`src/rtl/srtf_pkg.sv`:
```
// ----------------------------------------------------------------------------
// srtf_pkg
// shared types and constants of the shortest-remaining-time-first scheduler
// ----------------------------------------------------------------------------
`default_nettype none

package srtf_pkg;

   localparam int unsigned TIME_W = 16;
   localparam int unsigned CLK_W  = 32;
   localparam int unsigned SLOT_W = 4;

   localparam logic [1:0] KIND_LOAD  = 2'd0;
   localparam logic [1:0] KIND_TICK  = 2'd1;
   localparam logic [1:0] KIND_CLEAR = 2'd2;
   localparam logic [1:0] KIND_NONE  = 2'd3;

   typedef struct packed {
      logic [1:0]        kind;
      logic [TIME_W-1:0] arrival_time;
      logic [TIME_W-1:0] burst_length;
   } req_type;

   typedef struct packed {
      logic [CLK_W-1:0]  slot_end_time;
      logic [SLOT_W-1:0] chosen_slot;
      logic              idle;
      logic              finished;
      logic [CLK_W-1:0]  turnaround;
      logic [CLK_W-1:0]  waiting;
      logic              all_done;
   } rsp_type;

   typedef enum logic [1:0] {
      OP_LOAD,
      OP_TICK,
      OP_CLEAR
   } op_type;

   typedef struct packed {
      op_type            op;
      logic [TIME_W-1:0] arrival;
      logic [TIME_W-1:0] burst;
   } cmd_type;

   typedef struct packed {
      logic [TIME_W-1:0] arrival;
      logic [TIME_W-1:0] burst;
      logic [TIME_W-1:0] remaining;
   } entry_type;

   typedef enum logic [1:0] {
      ST_IDLE,
      ST_SCAN,
      ST_DONE
   } state_type;

endpackage

`default_nettype wire

```
`src/rtl/srtf_ram.sv`:
```
// ----------------------------------------------------------------------------
// srtf_ram
// generic single write port, single read port ram with registered read
// ----------------------------------------------------------------------------
`default_nettype none

module srtf_ram #(
   parameter int unsigned WIDTH = 48,
   parameter int unsigned DEPTH = 16
) (
   input  wire logic                     clock,
   input  wire logic                     wr_en,
   input  wire logic [$clog2(DEPTH)-1:0] wr_addr,
   input  wire logic [WIDTH-1:0]         wr_data,
   input  wire logic [$clog2(DEPTH)-1:0] rd_addr,
   output logic      [WIDTH-1:0]         rd_data
);

   logic [WIDTH-1:0] mem_ff [DEPTH];
   logic [WIDTH-1:0] rd_data_ff;

   always_ff @(posedge clock) begin
      if (wr_en) begin
         mem_ff[wr_addr] <= wr_data;
      end
      rd_data_ff <= mem_ff[rd_addr];
   end

   assign rd_data = rd_data_ff;

endmodule

`default_nettype wire

```
`src/rtl/srtf_front.sv`:
```
// ----------------------------------------------------------------------------
// srtf_front
// accepts request items, decodes them into commands, queues all but kind none
// ----------------------------------------------------------------------------
`default_nettype none

module srtf_front (
   input  wire logic             clock,
   input  wire logic             reset,
   input  wire logic             req_valid,
   output logic                  req_ready,
   input  wire srtf_pkg::req_type req_item,
   output logic                  cmd_valid,
   input  wire logic             cmd_ready,
   output srtf_pkg::cmd_type     cmd
);

   srtf_pkg::cmd_type q_ff [2];
   logic              wr_ptr_ff;
   logic              wr_ptr_in;
   logic              rd_ptr_ff;
   logic              rd_ptr_in;
   logic [1:0]        cnt_ff;
   logic [1:0]        cnt_in;
   logic              keep;
   logic              push;
   logic              pop;
   srtf_pkg::cmd_type dec;

   // decode
   always_comb begin
      keep        = 1'b1;
      dec.arrival = req_item.arrival_time;
      dec.burst   = (req_item.burst_length == '0) ? srtf_pkg::TIME_W'(1)
                                                  : req_item.burst_length;
      dec.op      = srtf_pkg::OP_LOAD;
      unique case (req_item.kind)
         srtf_pkg::KIND_LOAD:  dec.op = srtf_pkg::OP_LOAD;
         srtf_pkg::KIND_TICK:  dec.op = srtf_pkg::OP_TICK;
         srtf_pkg::KIND_CLEAR: dec.op = srtf_pkg::OP_CLEAR;
         default:              keep   = 1'b0;
      endcase
   end

   assign req_ready = (cnt_ff != 2'd2);
   assign cmd_valid = (cnt_ff != 2'd0);
   assign cmd       = q_ff[rd_ptr_ff];
   assign push      = req_valid && req_ready && keep;
   assign pop       = cmd_valid && cmd_ready;

   always_comb begin
      wr_ptr_in = wr_ptr_ff ^ push;
      rd_ptr_in = rd_ptr_ff ^ pop;
      cnt_in    = cnt_ff + {1'b0, push} - {1'b0, pop};
   end

   always_ff @(posedge clock) begin
      if (reset) begin
         wr_ptr_ff <= 1'b0;
         rd_ptr_ff <= 1'b0;
         cnt_ff    <= 2'd0;
      end else begin
         wr_ptr_ff <= wr_ptr_in;
         rd_ptr_ff <= rd_ptr_in;
         cnt_ff    <= cnt_in;
      end
   end

   always_ff @(posedge clock) begin
      if (push) begin
         q_ff[wr_ptr_ff] <= dec;
      end
   end

endmodule

`default_nettype wire

```
`src/rtl/srtf_back.sv`:
```
// ----------------------------------------------------------------------------
// srtf_back
// executes commands: table loads, clears and scheduling ticks
// ----------------------------------------------------------------------------
`default_nettype none

module srtf_back #(
   parameter int unsigned MAX_PROCS = 16
) (
   input  wire logic              clock,
   input  wire logic              reset,
   input  wire logic              cmd_valid,
   output logic                   cmd_ready,
   input  wire srtf_pkg::cmd_type cmd,
   output logic                   rsp_valid,
   input  wire logic              rsp_ready,
   output srtf_pkg::rsp_type      rsp_item
);

   localparam int unsigned IW = $clog2(MAX_PROCS);
   localparam int unsigned CW = $clog2(MAX_PROCS + 1);
   localparam int unsigned TW = srtf_pkg::TIME_W;
   localparam int unsigned KW = srtf_pkg::CLK_W;

   srtf_pkg::state_type state_ff;
   srtf_pkg::state_type state_in;

   logic [KW-1:0] time_ff;
   logic [KW-1:0] time_in;
   logic [CW-1:0] loaded_ff;
   logic [CW-1:0] loaded_in;
   logic [CW-1:0] fincnt_ff;
   logic [CW-1:0] fincnt_in;
   logic [CW-1:0] rd_idx_ff;
   logic [CW-1:0] rd_idx_in;
   logic          cmp_vld_ff;
   logic          cmp_vld_in;
   logic [IW-1:0] cmp_idx_ff;
   logic [IW-1:0] cmp_idx_in;
   logic          found_ff;
   logic          found_in;
   logic [IW-1:0] best_idx_ff;
   logic [IW-1:0] best_idx_in;
   logic [TW-1:0] best_arr_ff;
   logic [TW-1:0] best_arr_in;
   logic [TW-1:0] best_bur_ff;
   logic [TW-1:0] best_bur_in;
   logic [TW-1:0] best_rem_ff;
   logic [TW-1:0] best_rem_in;
   logic          rsp_valid_ff;
   logic          rsp_valid_in;
   srtf_pkg::rsp_type rsp_ff;
   srtf_pkg::rsp_type rsp_in;

   logic                issue;
   logic                scan_end;
   logic                out_free;
   logic                better;
   logic [TW-1:0]       new_rem;
   logic                fin;
   logic [KW-1:0]       turn;
   logic [CW-1:0]       fincnt_next;
   logic                wr_en;
   logic [IW-1:0]       wr_addr;
   srtf_pkg::entry_type wr_data;
   srtf_pkg::entry_type rd_data;

   srtf_ram #(
      .WIDTH ($bits(srtf_pkg::entry_type)),
      .DEPTH (MAX_PROCS)
   ) u_table (
      .clock   (clock),
      .wr_en   (wr_en),
      .wr_addr (wr_addr),
      .wr_data (wr_data),
      .rd_addr (rd_idx_ff[IW-1:0]),
      .rd_data (rd_data)
   );

   assign issue    = (rd_idx_ff < loaded_ff);
   assign scan_end = !issue && !cmp_vld_ff;
   assign out_free = !rsp_valid_ff || rsp_ready;
   assign better   = (KW'(rd_data.arrival) <= time_ff) && (rd_data.remaining != '0) &&
                     (!found_ff || (rd_data.remaining < best_rem_ff) ||
                      ((rd_data.remaining == best_rem_ff) && (rd_data.arrival < best_arr_ff)));
   assign new_rem  = best_rem_ff - TW'(1);
   assign fin      = found_ff && (new_rem == '0);
   assign turn     = time_ff - KW'(best_arr_ff);
   assign fincnt_next = fincnt_ff + CW'(fin);

   // next state
   always_comb begin
      state_in = state_ff;
      unique case (state_ff)
         srtf_pkg::ST_IDLE: begin
            if (cmd_valid && (cmd.op == srtf_pkg::OP_TICK)) begin
               state_in = srtf_pkg::ST_SCAN;
            end
         end
         srtf_pkg::ST_SCAN: begin
            if (scan_end) begin
               state_in = srtf_pkg::ST_DONE;
            end
         end
         srtf_pkg::ST_DONE: begin
            if (out_free) begin
               state_in = srtf_pkg::ST_IDLE;
            end
         end
         default: state_in = srtf_pkg::ST_IDLE;
      endcase
   end

   // outputs and datapath
   always_comb begin
      cmd_ready    = 1'b0;
      time_in      = time_ff;
      loaded_in    = loaded_ff;
      fincnt_in    = fincnt_ff;
      rd_idx_in    = rd_idx_ff;
      cmp_vld_in   = 1'b0;
      cmp_idx_in   = rd_idx_ff[IW-1:0];
      found_in     = found_ff;
      best_idx_in  = best_idx_ff;
      best_arr_in  = best_arr_ff;
      best_bur_in  = best_bur_ff;
      best_rem_in  = best_rem_ff;
      rsp_valid_in = rsp_valid_ff && !rsp_ready;
      rsp_in       = rsp_ff;
      wr_en        = 1'b0;
      wr_addr      = loaded_ff[IW-1:0];
      wr_data.arrival   = cmd.arrival;
      wr_data.burst     = cmd.burst;
      wr_data.remaining = cmd.burst;
      unique case (state_ff)
         srtf_pkg::ST_IDLE: begin
            cmd_ready = 1'b1;
            if (cmd_valid) begin
               unique case (cmd.op)
                  srtf_pkg::OP_LOAD: begin
                     if (loaded_ff < CW'(MAX_PROCS)) begin
                        wr_en     = 1'b1;
                        loaded_in = loaded_ff + CW'(1);
                     end
                  end
                  srtf_pkg::OP_CLEAR: begin
                     loaded_in = '0;
                     fincnt_in = '0;
                     time_in   = '0;
                  end
                  srtf_pkg::OP_TICK: begin
                     rd_idx_in = '0;
                     found_in  = 1'b0;
                  end
                  default: ;
               endcase
            end
         end
         srtf_pkg::ST_SCAN: begin
            cmp_vld_in = issue;
            if (issue) begin
               rd_idx_in = rd_idx_ff + CW'(1);
            end
            if (cmp_vld_ff && better) begin
               found_in    = 1'b1;
               best_idx_in = cmp_idx_ff;
               best_arr_in = rd_data.arrival;
               best_bur_in = rd_data.burst;
               best_rem_in = rd_data.remaining;
            end
            if (scan_end) begin
               time_in = time_ff + KW'(1);
            end
         end
         srtf_pkg::ST_DONE: begin
            wr_addr           = best_idx_ff;
            wr_data.arrival   = best_arr_ff;
            wr_data.burst     = best_bur_ff;
            wr_data.remaining = new_rem;
            if (out_free) begin
               wr_en        = found_ff;
               fincnt_in    = fincnt_next;
               rsp_valid_in = 1'b1;
               rsp_in.slot_end_time = time_ff;
               rsp_in.chosen_slot   = found_ff ? srtf_pkg::SLOT_W'(best_idx_ff) : '0;
               rsp_in.idle          = !found_ff;
               rsp_in.finished      = fin;
               rsp_in.turnaround    = fin ? turn : '0;
               rsp_in.waiting       = fin ? (turn - KW'(best_bur_ff)) : '0;
               rsp_in.all_done      = (fincnt_next == loaded_ff);
            end
         end
         default: ;
      endcase
   end

   always_ff @(posedge clock) begin
      if (reset) begin
         state_ff     <= srtf_pkg::ST_IDLE;
         time_ff      <= '0;
         loaded_ff    <= '0;
         fincnt_ff    <= '0;
         rd_idx_ff    <= '0;
         cmp_vld_ff   <= 1'b0;
         found_ff     <= 1'b0;
         rsp_valid_ff <= 1'b0;
      end else begin
         state_ff     <= state_in;
         time_ff      <= time_in;
         loaded_ff    <= loaded_in;
         fincnt_ff    <= fincnt_in;
         rd_idx_ff    <= rd_idx_in;
         cmp_vld_ff   <= cmp_vld_in;
         found_ff     <= found_in;
         rsp_valid_ff <= rsp_valid_in;
      end
   end

   always_ff @(posedge clock) begin
      cmp_idx_ff  <= cmp_idx_in;
      best_idx_ff <= best_idx_in;
      best_arr_ff <= best_arr_in;
      best_bur_ff <= best_bur_in;
      best_rem_ff <= best_rem_in;
      rsp_ff      <= rsp_in;
   end

   assign rsp_valid = rsp_valid_ff;
   assign rsp_item  = rsp_ff;

endmodule

`default_nettype wire

```
`src/rtl/srtf_process_scheduler_unit.sv`:
```
// ----------------------------------------------------------------------------
// srtf_process_scheduler_unit
// preemptive shortest-remaining-time-first scheduler over a table of processes
// ----------------------------------------------------------------------------
//  channel   direction  handshake             payload
//  req       in         req_valid/req_ready   req_item (kind, arrival, burst)
//  rsp       out        rsp_valid/rsp_ready   rsp_item (one per tick item)
//
//  load and clear items are done while the back end is idle and leave it ready
//  a tick holds the back end while it accepts, reads the table once per slot,
//  drains the compare and writes back the chosen entry, if any
//  a two-entry queue between front and back; req_ready drops only when it is full
//  the result register frees the back end as soon as rsp_ready takes the item
//  reset empties the table, the queue and the result register; time is zero
// ----------------------------------------------------------------------------
`default_nettype none

module srtf_process_scheduler_unit #(
   parameter int unsigned MAX_PROCS = 16
) (
   input  wire logic              clock,
   input  wire logic              reset,
   input  wire logic              req_valid,
   output logic                   req_ready,
   input  wire srtf_pkg::req_type req_item,
   output logic                   rsp_valid,
   input  wire logic              rsp_ready,
   output srtf_pkg::rsp_type      rsp_item
);

   logic              cmd_valid;
   logic              cmd_ready;
   srtf_pkg::cmd_type cmd;

   srtf_front u_front (
      .clock     (clock),
      .reset     (reset),
      .req_valid (req_valid),
      .req_ready (req_ready),
      .req_item  (req_item),
      .cmd_valid (cmd_valid),
      .cmd_ready (cmd_ready),
      .cmd       (cmd)
   );

   srtf_back #(
      .MAX_PROCS (MAX_PROCS)
   ) u_back (
      .clock     (clock),
      .reset     (reset),
      .cmd_valid (cmd_valid),
      .cmd_ready (cmd_ready),
      .cmd       (cmd),
      .rsp_valid (rsp_valid),
      .rsp_ready (rsp_ready),
      .rsp_item  (rsp_item)
   );

   a_idle_clean : assert property (@(posedge clock) disable iff (reset)
      rsp_valid && rsp_item.idle |-> !rsp_item.finished && (rsp_item.chosen_slot == '0))
      else $error("idle result carries a slot or completion");

   a_unfinished_zero : assert property (@(posedge clock) disable iff (reset)
      rsp_valid && !rsp_item.finished |-> (rsp_item.turnaround == '0) &&
                                           (rsp_item.waiting == '0))
      else $error("times reported without completion");

   a_ready_after_reset : assert property (@(posedge clock) disable iff (reset)
      $fell(reset) |-> req_ready && !rsp_valid)
      else $error("queue or result not empty after reset");

endmodule

`default_nettype wire
```
`config.mk`:
```
export PLATFORM = sky130hd
export DESIGN_NAME = srtf_process_scheduler_unit
export DESIGN_NICKNAME = d
export VERILOG_FILES = /design/src/rtl/srtf_pkg.sv /design/src/rtl/srtf_ram.sv /design/src/rtl/srtf_front.sv /design/src/rtl/srtf_back.sv /design/src/rtl/srtf_process_scheduler_unit.sv
export SDC_FILE = /design/constraint.sdc
export NUM_CORES = 1
export LEC_CHECK = 0
export BUFFER_PORTS_ARGS = -buffer_cell sky130_fd_sc_hd__clkbuf_2
export CORE_AREA = 2 2 557 282
export DETAILED_ROUTE_END_ITERATION = 6
export DIE_AREA = 0 0 559 284
export GPL_TIMING_DRIVEN = 1
export PLACE_DENSITY = 0.48
export SLEW_MARGIN = 20
export SYNTH_ARGS = -nofsm -noshare
export SYNTH_HDL_FRONTEND = slang
export SYNTH_HIERARCHICAL = 1
export SYNTH_SLANG_ARGS = --single-unit
```
`constraint.sdc`:
```
create_clock -name clock -period 14.95 [get_ports clock]
set_clock_uncertainty 0.05 [all_clocks]
set_input_delay 1.495 -clock clock [delete_from_list [all_inputs] [get_ports clock]]
set_output_delay 1.495 -clock clock [all_outputs]
set_load 0.005 [all_outputs]
```
* After elaboration in Yosys (flattened, before gate mapping)
Memories as Yosys holds them, arrays and structs flattened. A register that Yosys moved wholly into a read port is not among the register bits. Cells that the tools add are included.
Storage, ports and cells: flip-flop bits (word level) 215, bits in writable memories 836, bits of input ports 38, output and inout bits 105, logic and storage cells 139, memories kept 2
Memory list:
- u_back.u_table.mem_ff | depth 16, bits a word 48, rd ports 1, clocked after Yosys merged registers in 1, write ports 1, line srtf_ram.sv:19 | logic [WIDTH-1:0] mem_ff [DEPTH];
- u_front.q_ff | depth 2, bits a word 34, rd ports 1, clocked after Yosys merged registers in 1, write ports 1, line srtf_front.sv:18 | srtf_pkg::cmd_type q_ff [2];
Cells by class: add/subtract/negate cells 9, order comparisons 5, eq/ne operators 18, mux-type cells 40, bitwise gates (word level) 3, reductions and logical operators 39
Operators with widths (count):
- 2-to-1 mux 32 bit | 3
- case mux 32 bit (2 select lines) | 1
- subtractor 32 x 16 -> 32 bit | 2
- 2-to-1 mux 48 bit | 1
- 2-to-1 mux 5 bit | 7
- adder 32 x 1 -> 32 bit, second input constant | 1
- <= comparator 16 x 32 -> 1 bit | 1
- logical NOT 16 bit | 2
- less-than comparator 16 bit | 2
- case mux 5 bit (2 select lines) | 3
- AND reduction 4 bit | 5
- == test 16 bit | 1
- 2-to-1 mux 1 bit | 16
- 2-to-1 mux 16 bit | 1
- != test 2 x 1 -> 1 bit, second input constant | 8
- nonzero test 16 bit | 1
- subtractor 16 x 1 -> 16 bit, second input constant | 1
- logical AND 1 bit | 11
- adder 5 x 1 -> 5 bit, second input constant | 2
- nonzero test 2 bit | 4
- == test 2 x 1 -> 1 bit, second input constant | 3
- == test 2 bit, second input constant | 3
- logical NOT 2 bit | 3
- 2-to-1 mux 2 bit | 3
- other kinds (19) | 29

* Logic depth before layout (Yosys ltp)
Gate-level depths: netlist of run 1.
depth in word-level cells 7, gate-level depth with buffers 21, mapped depth without buffers 21

* Cells and area by module
The synthesis of run 1 kept the hierarchy.
Modules (own cells, without submodules):
- srtf_ram | times used 1, cells an instance 1242, area each 29691.0 µm², seq. area each 24023.0 µm²
- srtf_back | times used 1, cells an instance 1199, area each 12005.3 µm², seq. area each 5775.5 µm²
- srtf_front | times used 1, cells an instance 156, area each 2783.9 µm², seq. area each 2122.0 µm²

* Worst setup path before layout of run 1
Ideal clock, no wire load.
path kind input to register, start point input port rsp_ready, end point memory u_back.u_table.mem_ff[0][0], enable pin, setup time 0.513 ns, arrival 10.315 ns, required time 14.387 ns, path slack 4.072 ns, stages on the path 5, buffers on the path 0, path through nor2b_1 > nor2_1 > a21o_1 > or3b_2 > nor3_1
On the way: cells in the longest elaborated chain, start to end 5
Ends and longest elaborated chain:
- start, declared | line srtf_process_scheduler_unit.sv:27 | input wire logic rsp_ready,
- logical OR 1 bit | line srtf_back.sv:82 | assign out_free = !rsp_valid_ff || rsp_ready;
- 2-to-1 mux 1 bit | line srtf_back.sv:180 | if (out_free) begin
- case mux 1 bit (2 select lines) | line srtf_back.sv:135 | unique case (state_ff)
- net u_back.wr_en | line srtf_back.sv:63 | logic wr_en;
- 2-to-1 mux 1 bit | line srtf_ram.sv:23 | if (wr_en) begin
- 2-to-1 mux 1 bit (not written as such) | line srtf_ram.sv:24 | mem_ff[wr_addr] <= wr_data;
- end, declared | line srtf_ram.sv:19
The timed path passes the listed nets, and every way through them passes these cells.

* Final worst setup path of run 1
start point register u_back.time_ff[0], end point register u_back.rsp_ff, in the netlist u_back/rsp_item[27] (data pin)
On the way: cells in the longest elaborated chain, start to end 2
Ends and longest elaborated chain:
- start, declared | line srtf_back.sv:28 | logic [KW-1:0] time_ff;
- start signal, assigned | line srtf_back.sv:209 | time_ff <= time_in;
- subtractor 32 x 16 -> 32 bit | line srtf_back.sv:88 | assign turn = time_ff - KW'(best_arr_ff);
- net u_back.turn[12] | line srtf_back.sv:61 | logic [KW-1:0] turn;
- subtractor 32 x 16 -> 32 bit | line srtf_back.sv:189 | rsp_in.waiting = fin ? (turn - KW'(best_bur_ff)) : '0;
- end signal, assigned | line srtf_back.sv:225 | rsp_ff <= rsp_in;
- end, declared | line srtf_back.sv:52 | srtf_pkg::rsp_type rsp_ff;
The timed path passes the listed nets, and every way through them passes these cells. A chain may end at the register's enable or synchronous reset.

==> results of run 1 <==
## cell families (layout without fill, tap and decap cells)
kind of cell             Yosys count  count (layout)
flip-flops                      1099            1099
AND/OR/NAND/NOR                  504             504
AO/OA/AOI/OAI                    373             373
multiplexers                     227             227
buffers and inverters            204             486
adder cells (fa/ha/maj)           95              95
XOR/XNOR                          95              95
other                              0               1
## routing by layer
metal	global-route usage	up-vias
met5	0	-
met4	0.0242	0
met3	0.0480	122
met2	0.195	1034
met1	0.274	13066
li1	-	10670
## path summary, 6_finish.rpt
kind | endpoint | slack [ps] | cells past startpoint
setup / recovery | u_back/rsp_item[27] | 9520 | 21
hold / removal | u_back/best_bur_ff[14] | 350 | 0
setup reg to reg | u_back/rsp_item[27] | 9520 | 21
hold reg to reg | u_back/best_bur_ff[14] | 350 | 0
## cells in the final DEF, fill, tap and decap left out, types with 84 or more instances in the layout
cell | netlist | layout
sky130_fd_sc_hd__clkbuf_16 | 0 | 97
sky130_fd_sc_hd__mux4_2 | 192 | 192
sky130_fd_sc_hd__a22oi_1 | 100 | 100
sky130_fd_sc_hd__edfxtp_1 | 991 | 991
sky130_fd_sc_hd__nor2_1 | 120 | 106
sky130_fd_sc_hd__ha_1 | 93 | 92
sky130_fd_sc_hd__nand2_1 | 140 | 140
sky130_fd_sc_hd__dfxtp_1 | 108 | 105
sky130_fd_sc_hd__o21ai_0 | 92 | 84
sky130_fd_sc_hd__clkbuf_2 | 0 | 142
## flip-flops by register name (all words and copies together), names as in the netlist, 5 cells and up
name and cells:
u_back/best_arr_ff 16, u_back/best_bur_ff 16, u_back/best_rem_ff 16, u_back/fincnt_ff 5, u_back/loaded_ff 5, u_back/rd_idx_ff 5
u_back/rsp_item 103, u_back/time_ff 32, u_back/u_table/mem_ff 768, u_back/u_table/rd_data 48, u_front/q_ff 68
## synth_stat cells (36+ instances only)
cell / instances
sky130_fd_sc_hd__ha_1: 93
sky130_fd_sc_hd__clkbuf_1: 73
sky130_fd_sc_hd__edfxtp_1: 991
sky130_fd_sc_hd__inv_1: 81
sky130_fd_sc_hd__xnor2_1: 61
sky130_fd_sc_hd__a22oi_1: 100
sky130_fd_sc_hd__o21ai_0: 92
sky130_fd_sc_hd__nand4_1: 37
sky130_fd_sc_hd__a21o_1: 36
sky130_fd_sc_hd__nor2_1: 120
sky130_fd_sc_hd__nand2_1: 140
sky130_fd_sc_hd__dfxtp_1: 108
sky130_fd_sc_hd__mux4_2: 192
sky130_fd_sc_hd__a21oi_1: 66
## through the flow
step,setup WS [ps],std cells
finish,9520,4960
detailed placement,9590,4778
global route,9090,4960
floorplan,4070,2597
global placement,9700,4778
CTS,9640,4956
## final cells by class
cell class / count / area (um^2)
Antenna cell: 1 / 2.50
Clock buffer: 133 / 2630
Clock inverter: 45 / 480
Fill cell: 14727 / 103000
Inverter: 81 / 304
Multi-Input combinational cell: 1294 / 11900
Sequential cell: 1099 / 31900
Tap cell: 2080 / 2600
Timing Repair Buffer: 227 / 1430
## power by group through the flow
stage	combinational, W	clock [W]	sequential (W)
2_1_floorplan	0.000381	0	0.00377
3_3_place_gp	0.000727	0	0.00380
3_5_place_dp	0.000726	0	0.00379
4_1_cts	0.000727	0.00259	0.00373
5_1_grt	0.000800	0.00271	0.00374
6_report	0.000731	0.00254	0.00373
==> reports/qor.txt, run 1 <==
==========================================================================================
Clock network fraction of design power                                               0.363
Outcome                                                                       complete, no violations
Net Sw Power                                                                     0.00174 W
Mean instance size in the synthesized netlist                                    17.1 um^2
Sum of routed wire length over all layers                                           130 mm
Fraction of the mapped netlist area in compound gates                               0.0550
Sequential element share of the synthesized area                                     0.718
Share of synthesized cell area in full adder, half adder and majority cells         0.0271
TritonCTS Sinks                                                                       1099
Vias after detailed routing                                                          24892
Aggregate negative setup slack                                                        0 ps
Vias per cell                                                                         5.02
Peak ir drop on the vdd network                                                    68.9 uV
Horizontal die dimension                                                            559 um
Data arrival at the endpoint of the critical path                                  5790 ps
Clk pin slew, worst setup/hold paths                                                 70 ps
Critical-path maximum fanout                                                             8
I/O pin cnt                                                                            143
Slowest stage cell, crit path                                                 sky130_fd_sc_hd__nor2_1
Count of hold buffers inserted by post-cts repair                                        0
Top cell type by total area after synthesis                                   sky130_fd_sc_hd__edfxtp_1
Number of gates resized after CTS                                                        0
Final hold violations                                                                    0
TritonCTS clock tree                                                                   yes
Overall overflow remaining after global route                                            0
Flip-flop and latch count after synthesis                                             1099
Yosys warning total                                                                      6
Total DRC errors in the routed layout                                                    0
Cell-by-cell listing of the critical path                                     inv_1 -> ha_1 -> inv_1 -> fa_1 -> a211oi_1 -> o21ai_0 -> nor2_1 -> o31ai_1 -> a21o_1 -> a21oi_1 -> xnor2_1 -> ha_1 -> nand2_1 -> o21ai_0 -> a211oi_1 -> o31ai_1 -> nor4_1 -> nand4_1 -> nor2_1 -> and4_1 -> nor3_1
# setup viols final                                                                      0
Hold slack                                                                          351 ps
First-pass GRT wire length                                                          185 mm
Worst rel slew slack                                                                 0.200
Wire length per cell                                                               26.3 um
Parity-gate share of the synthesized area counting xor and xnor cells               0.0187
# H-tree levels                                                                          3
Share of flip-flops with an asynchronous set or reset                                    0
Data required time at the worst endpoint                                          15310 ps
DIE AREA                                                                       159000 um^2
Max capacitance violation total                                                          0
Fraction of the mapped netlist area in simple logic gates                           0.0562
Gpl congestion                                                                       0.874
Number of antenna violations at the first check in global routing                        4
Worst setup SP type                                                              flip-flop
Yosys top cell area share                                                            0.669
Area growth from synthesis to layout                                                 15.3%
Post-synth EDFFs                                                                       991
Top sig layer                                                                         met4
Number of DRC markers in iteration 0                                                  3177
Port buffer count                                                                      142
Largest net degree at the start of global routing                                      128
Pwr Total                                                                        0.00700 W
Max Slew Vio Count                                                                       0
Max stage delay on crit path                                                        520 ps
Max Freq                                                                           184 MHz
Distinct cell type count of the synthesized netlist                                     67
Largest family of logic cells by synthesized area                             multiplexers
Capturing element type of the critical path                                      flip-flop
Total power per unit cell area                                                 136 nW/um^2
Part of the total power dissipated in combinational logic                            0.104
Count of buffering cells on the critical path with inverters included                    2
Number of global-route vias before repair                                            23784
Post-DRT Antenna Nets                                                                    0
Length of routed met2 wiring                                                       47.7 mm
Post-route standard cell area excluding fillers                                 51300 um^2
Total standard cell area after synthesis                                        44500 um^2
Fin crit period                                                                    5430 ps
GRT Resource Usage Total                                                             0.161
Layout cells sized above 1                                                           0.223
Start point of the critical path                                              u_back/time_ff[0]
Unrepaired setup endpoints after global routing                                         no
Cell types with the largest area share after synthesis                        sky130_fd_sc_hd__edfxtp_1, sky130_fd_sc_hd__mux4_2, sky130_fd_sc_hd__dfxtp_1
Source-to-sink clock delay at the later pin of the worst-skew pair                  690 ps
Number of nets produced by synthesis                                                  2730
Sw Ratio                                                                             0.249
Maximum buffer depth of the clock tree                                                   3
Worst-margin pin slew                                                              1190 ps
Type of the worst setup path                                                       reg2reg
Metal-1 WL                                                                         68.4 mm
Wire length on met3                                                                12.7 mm
Die Y-Extent                                                                        284 um
Layout net count                                                                      2932
Setup bufs post-CTS                                                                      0
Fraction of the cycle the final worst path needs                                     0.363
Placed wire-length estimate                                                        79.9 mm
Internal power component                                                         0.00526 W
Portion of netlist area occupied by mux cells                                        0.106
Family with the most delay on the worst path                                  compound AO/OA/AOI/OAI gates
Starting utilization of the core area                                                0.289
Cells after synthesis                                                                 2597
Type of the most critical hold path                                                reg2reg
Total cell area at the placement stage                                          48100 um^2
Min-Delay Startpoint                                                          u_back/u_table/rd_data[30]
First-pass detailed-route iteration total                                                6
Core Region                                                                    154000 um^2
Number of buffers created by CTS                                                        96
Post-synth top flop                                                           sky130_fd_sc_hd__edfxtp_1
Crit Reg-Reg Startpoint                                                       u_back/time_ff[0]
Clk Tree Root Cell                                                            sky130_fd_sc_hd__clkbuf_16
Proportion of power drawn by flip-flops and latches                                  0.533
Final core area utilization                                                          0.333
Leakage                                                                            16.7 nW
Floorplan row count                                                                    102
==========================================================================================
Power figures use the tool's default switching activity.
==> run 2: changes to the inputs <==
- clock period: 14.95 -> 5.2 ns (I/O delays scaled with it)
==> run 2 against run 1 <==
Net effect: largest power group unchanged; largest cell class unchanged; count of clock-buffer cells in the layout is 27 lower; design area is 1.7% higher; worst setup slack worse by 9300 ps; critical path depth stayed put; routed wire length is 0.56% higher; non-clock buffer count is 64 higher; critical endpoint unchanged; clock power grew to 2.9 times the previous value; critical path type unchanged; sequential power grew to 2.9 times the previous value; worst hold slack worse by 320 ps.
==> reports/qor.txt, run 2 (same netlist as run 1, synthesis figures left out) <==
=================================================================================
Outcome                                                              complete, no violations   unchanged
Data arrival at the endpoint of the critical path                         5360 ps   was 5790 ps
Vias per cell                                                                4.96   was 5.02
# setup viols final                                                             0   unchanged
Type of the most critical hold path                                        in2reg   was reg2reg
Port buffer count                                                             142   unchanged
Final core area utilization                                                 0.339   was 0.333
Capturing element type of the critical path                             flip-flop   unchanged
First-pass GRT wire length                                                 186 mm   was 185 mm
Max Freq                                                                  201 MHz   was 184 MHz
TritonCTS Sinks                                                              1099   unchanged
Worst rel slew slack                                                        0.286   was 0.200
Number of buffers created by CTS                                               95   was 96
Clk pin slew, worst setup/hold paths                                        80 ps   was 70 ps
Max stage delay on crit path                                               420 ps   was 520 ps
Final-layout fill cell count                                                14624   was 14727
Worst setup SP type                                                     flip-flop   unchanged
Peak ir drop on the vdd network                                            283 uV   was 68.9 uV
TritonCTS clock tree                                                          yes   unchanged
Cell-by-cell listing of the critical path                            inv_1 -> ha_1 -> inv_1 -> fa_1 -> a211oi_1 -> o21ai_0 -> nor2_1 -> o31ai_1 -> a21o_1 -> a21oi_1 -> xnor2_1 -> ha_1 -> nand2_1 -> o21ai_0 -> a211oi_1 -> o31ai_1 -> nor4_1 -> nand4_1 -> nor2_4 -> and4_1 -> nor3_1   was inv_1 -> ha_1 -> inv_1 -> fa_1 -> a211oi_1 -> o21ai_0 -> nor2_1 -> o31ai_1 -> a21o_1 -> a21oi_1 -> xnor2_1 -> ha_1 -> nand2_1 -> o21ai_0 -> a211oi_1 -> o31ai_1 -> nor4_1 -> nand4_1 -> nor2_1 -> and4_1 -> nor3_1
Vias after detailed routing                                                 24944   was 24892
Total power per unit cell area                                        390 nW/um^2   was 136 nW/um^2
Number of flip-flops in the largest register                                  768   unchanged
Final Instance Count excl. Fillers                                           5026   was 4960
Maximum buffer depth of the clock tree                                          3   unchanged
Slowest stage cell, crit path                                        sky130_fd_sc_hd__fa_1   was sky130_fd_sc_hd__nor2_1
Source-to-sink clock delay at the later pin of the worst-skew pair         710 ps   was 690 ps
Horizontal die dimension                                                   559 um   unchanged
Type of the worst setup path                                              reg2reg   unchanged
Overall overflow remaining after global route                                   0   unchanged
Placed wire-length estimate                                               84.4 mm   was 79.9 mm
Starting utilization of the core area                                       0.289   unchanged
Final hold violations                                                           0   unchanged
Number of DRC markers in iteration 0                                         2996   was 3177
Core Region                                                           154000 um^2   unchanged
Pwr Total                                                                0.0203 W   was 0.00700 W
Fin crit period                                                           4980 ps   was 5430 ps
Data required time at the worst endpoint                                  5580 ps   was 15310 ps
Unrepaired setup endpoints after global routing                                no   unchanged
Worst-margin pin slew                                                     1070 ps   was 1190 ps
Top register by number of flip-flops                                 u_back/u_table/mem_ff   unchanged
Sum of routed wire length over all layers                                  131 mm   was 130 mm
Leakage                                                                   17.2 nW   was 16.7 nW
Number of global-route vias before repair                                   23909   was 23784
Number of antenna violations at the first check in global routing               5   was 4
Area growth from synthesis to layout                                        17.3%   was 15.3%
Hold slack                                                                35.4 ps   was 351 ps
Die Y-Extent                                                               284 um   unchanged
Critical-path maximum fanout                                                    8   unchanged
First-pass detailed-route iteration total                                       5   was 6
Layout net count                                                             2995   was 2932
# H-tree levels                                                                 3   unchanged
I/O pin cnt                                                                   143   unchanged
Wire length per cell                                                      26.1 um   was 26.3 um
Fraction of the cycle the final worst path needs                            0.958   was 0.363
Most common library cell in the layout ignoring fill and taps        sky130_fd_sc_hd__edfxtp_1   unchanged
Total DRC errors in the routed layout                                           0   unchanged
Largest net degree at the start of global routing                              99   was 128
DIE AREA                                                              159000 um^2   unchanged
Flip-flop and latch area                                               31900 um^2   unchanged
GRT Resource Usage Total                                                    0.162   was 0.161
Clk Tree Root Cell                                                   sky130_fd_sc_hd__clkbuf_16   unchanged
Max capacitance violation total                                                 0   unchanged
Post-DRT Antenna Nets                                                           0   unchanged
Leading cell types in the layout, fill and taps excluded             sky130_fd_sc_hd__edfxtp_1, sky130_fd_sc_hd__mux4_2, sky130_fd_sc_hd__clkbuf_2   unchanged
Floorplan row count                                                           102   unchanged
Total area of multi-input combinational cells                          11900 um^2   about the same
Max Slew Vio Count                                                              0   unchanged
Gpl congestion                                                              0.895   was 0.874
Number of cells after detailed placement                                     4827   was 4778
Layout cells sized above 1                                                  0.238   was 0.223
=================================================================================
-- run 2: cell types whose count changed in the layout (fill, tap and decap cells not counted), moves of 3 or more --
| cell | before | now |
|---|---|---|
| sky130_fd_sc_hd__nor3_2 | 4 | 0 |
| sky130_fd_sc_hd__buf_4 | 79 | 105 |
| sky130_fd_sc_hd__diode_2 | 1 | 4 |
| sky130_fd_sc_hd__clkinv_1 | 10 | 21 |
| sky130_fd_sc_hd__clkinv_2 | 11 | 22 |
| sky130_fd_sc_hd__nor3_4 | 0 | 4 |
| sky130_fd_sc_hd__dlygate4sd3_1 | 0 | 18 |
| sky130_fd_sc_hd__bufinv_16 | 8 | 13 |
| sky130_fd_sc_hd__clkbuf_8 | 7 | 2 |
| sky130_fd_sc_hd__buf_12 | 3 | 26 |
| sky130_fd_sc_hd__clkbuf_1 | 29 | 9 |
-- run 2: worst max-delay path: cells and delay by family (launching register included) --
family	cells	cell delay (ps)
AO/OA/AOI/OAI	8	1630
XOR/XNOR	1	200
adder cells (fa/ha/maj)	3	940
buffers and inverters	2	180
flip-flops	1	320
AND/OR/NAND/NOR	7	1400
-- run 2: worst paths after layout --
path	from	slack, ps	cells past startpoint	to
max	u_back/time_ff[0]	220	21	u_back/rsp_item[27]
min	req_item[8]	40	1	u_front/q_ff[0][8]
max reg2reg	u_back/time_ff[0]	220	21	u_back/rsp_item[27]
min reg2reg	u_back/u_table/rd_data[22]	350	0	u_back/best_bur_ff[6]
-- run 2: routing by layer --
| layer | share of wire | track usage | vias to the layer above |
|---|---|---|---|
| met5 | 0.000053 | 0 | - |
| met4 | 0.012 | 0.0238 | 2 |
| met3 | 0.10 | 0.0486 | 120 |
| met2 | 0.38 | 0.203 | 974 |
| met1 | 0.51 | 0.269 | 13047 |
| li1 | - | - | 10801 |
-- run 2: metrics by stage --
stage	worst slack (ps)	instance area (um^2)	setup TNS [ps]
after floorplan	-411	44500	-71050
after global placement	385	48800	0
after detailed placement	267	48800	0
after CTS	221	52100	0
after global routing	6.22	52200	0
final	220	52200	0
-- run 2: final cells by class --
class / instances / share of cell area
diodes: 4 / 0.000192
clock buffers: 106 / 0.0467
clock inverters: 71 / 0.0144
inverters: 81 / 0.00583
multi-input cells: 1294 / 0.229
flip-flops and latches: 1099 / 0.612
well taps: 2080 / 0.0499
repair buffers: 291 / 0.0422
-- run 2: timing repair --
item | CTS | global route
gates resized for setup | 0 | 2
endpoints found under the hold margin | 36 | 0
hold buffers | 18 | 0
endpoints found under the setup margin | 0 | 4
buffers inserted | 0 | 0
-- run 2: where the power goes --
group / switching [W] / internal, W
sequential: 0.000163 / 0.0105
clock: 0.00340 / 0.00406
combinational: 0.00153 / 0.000647
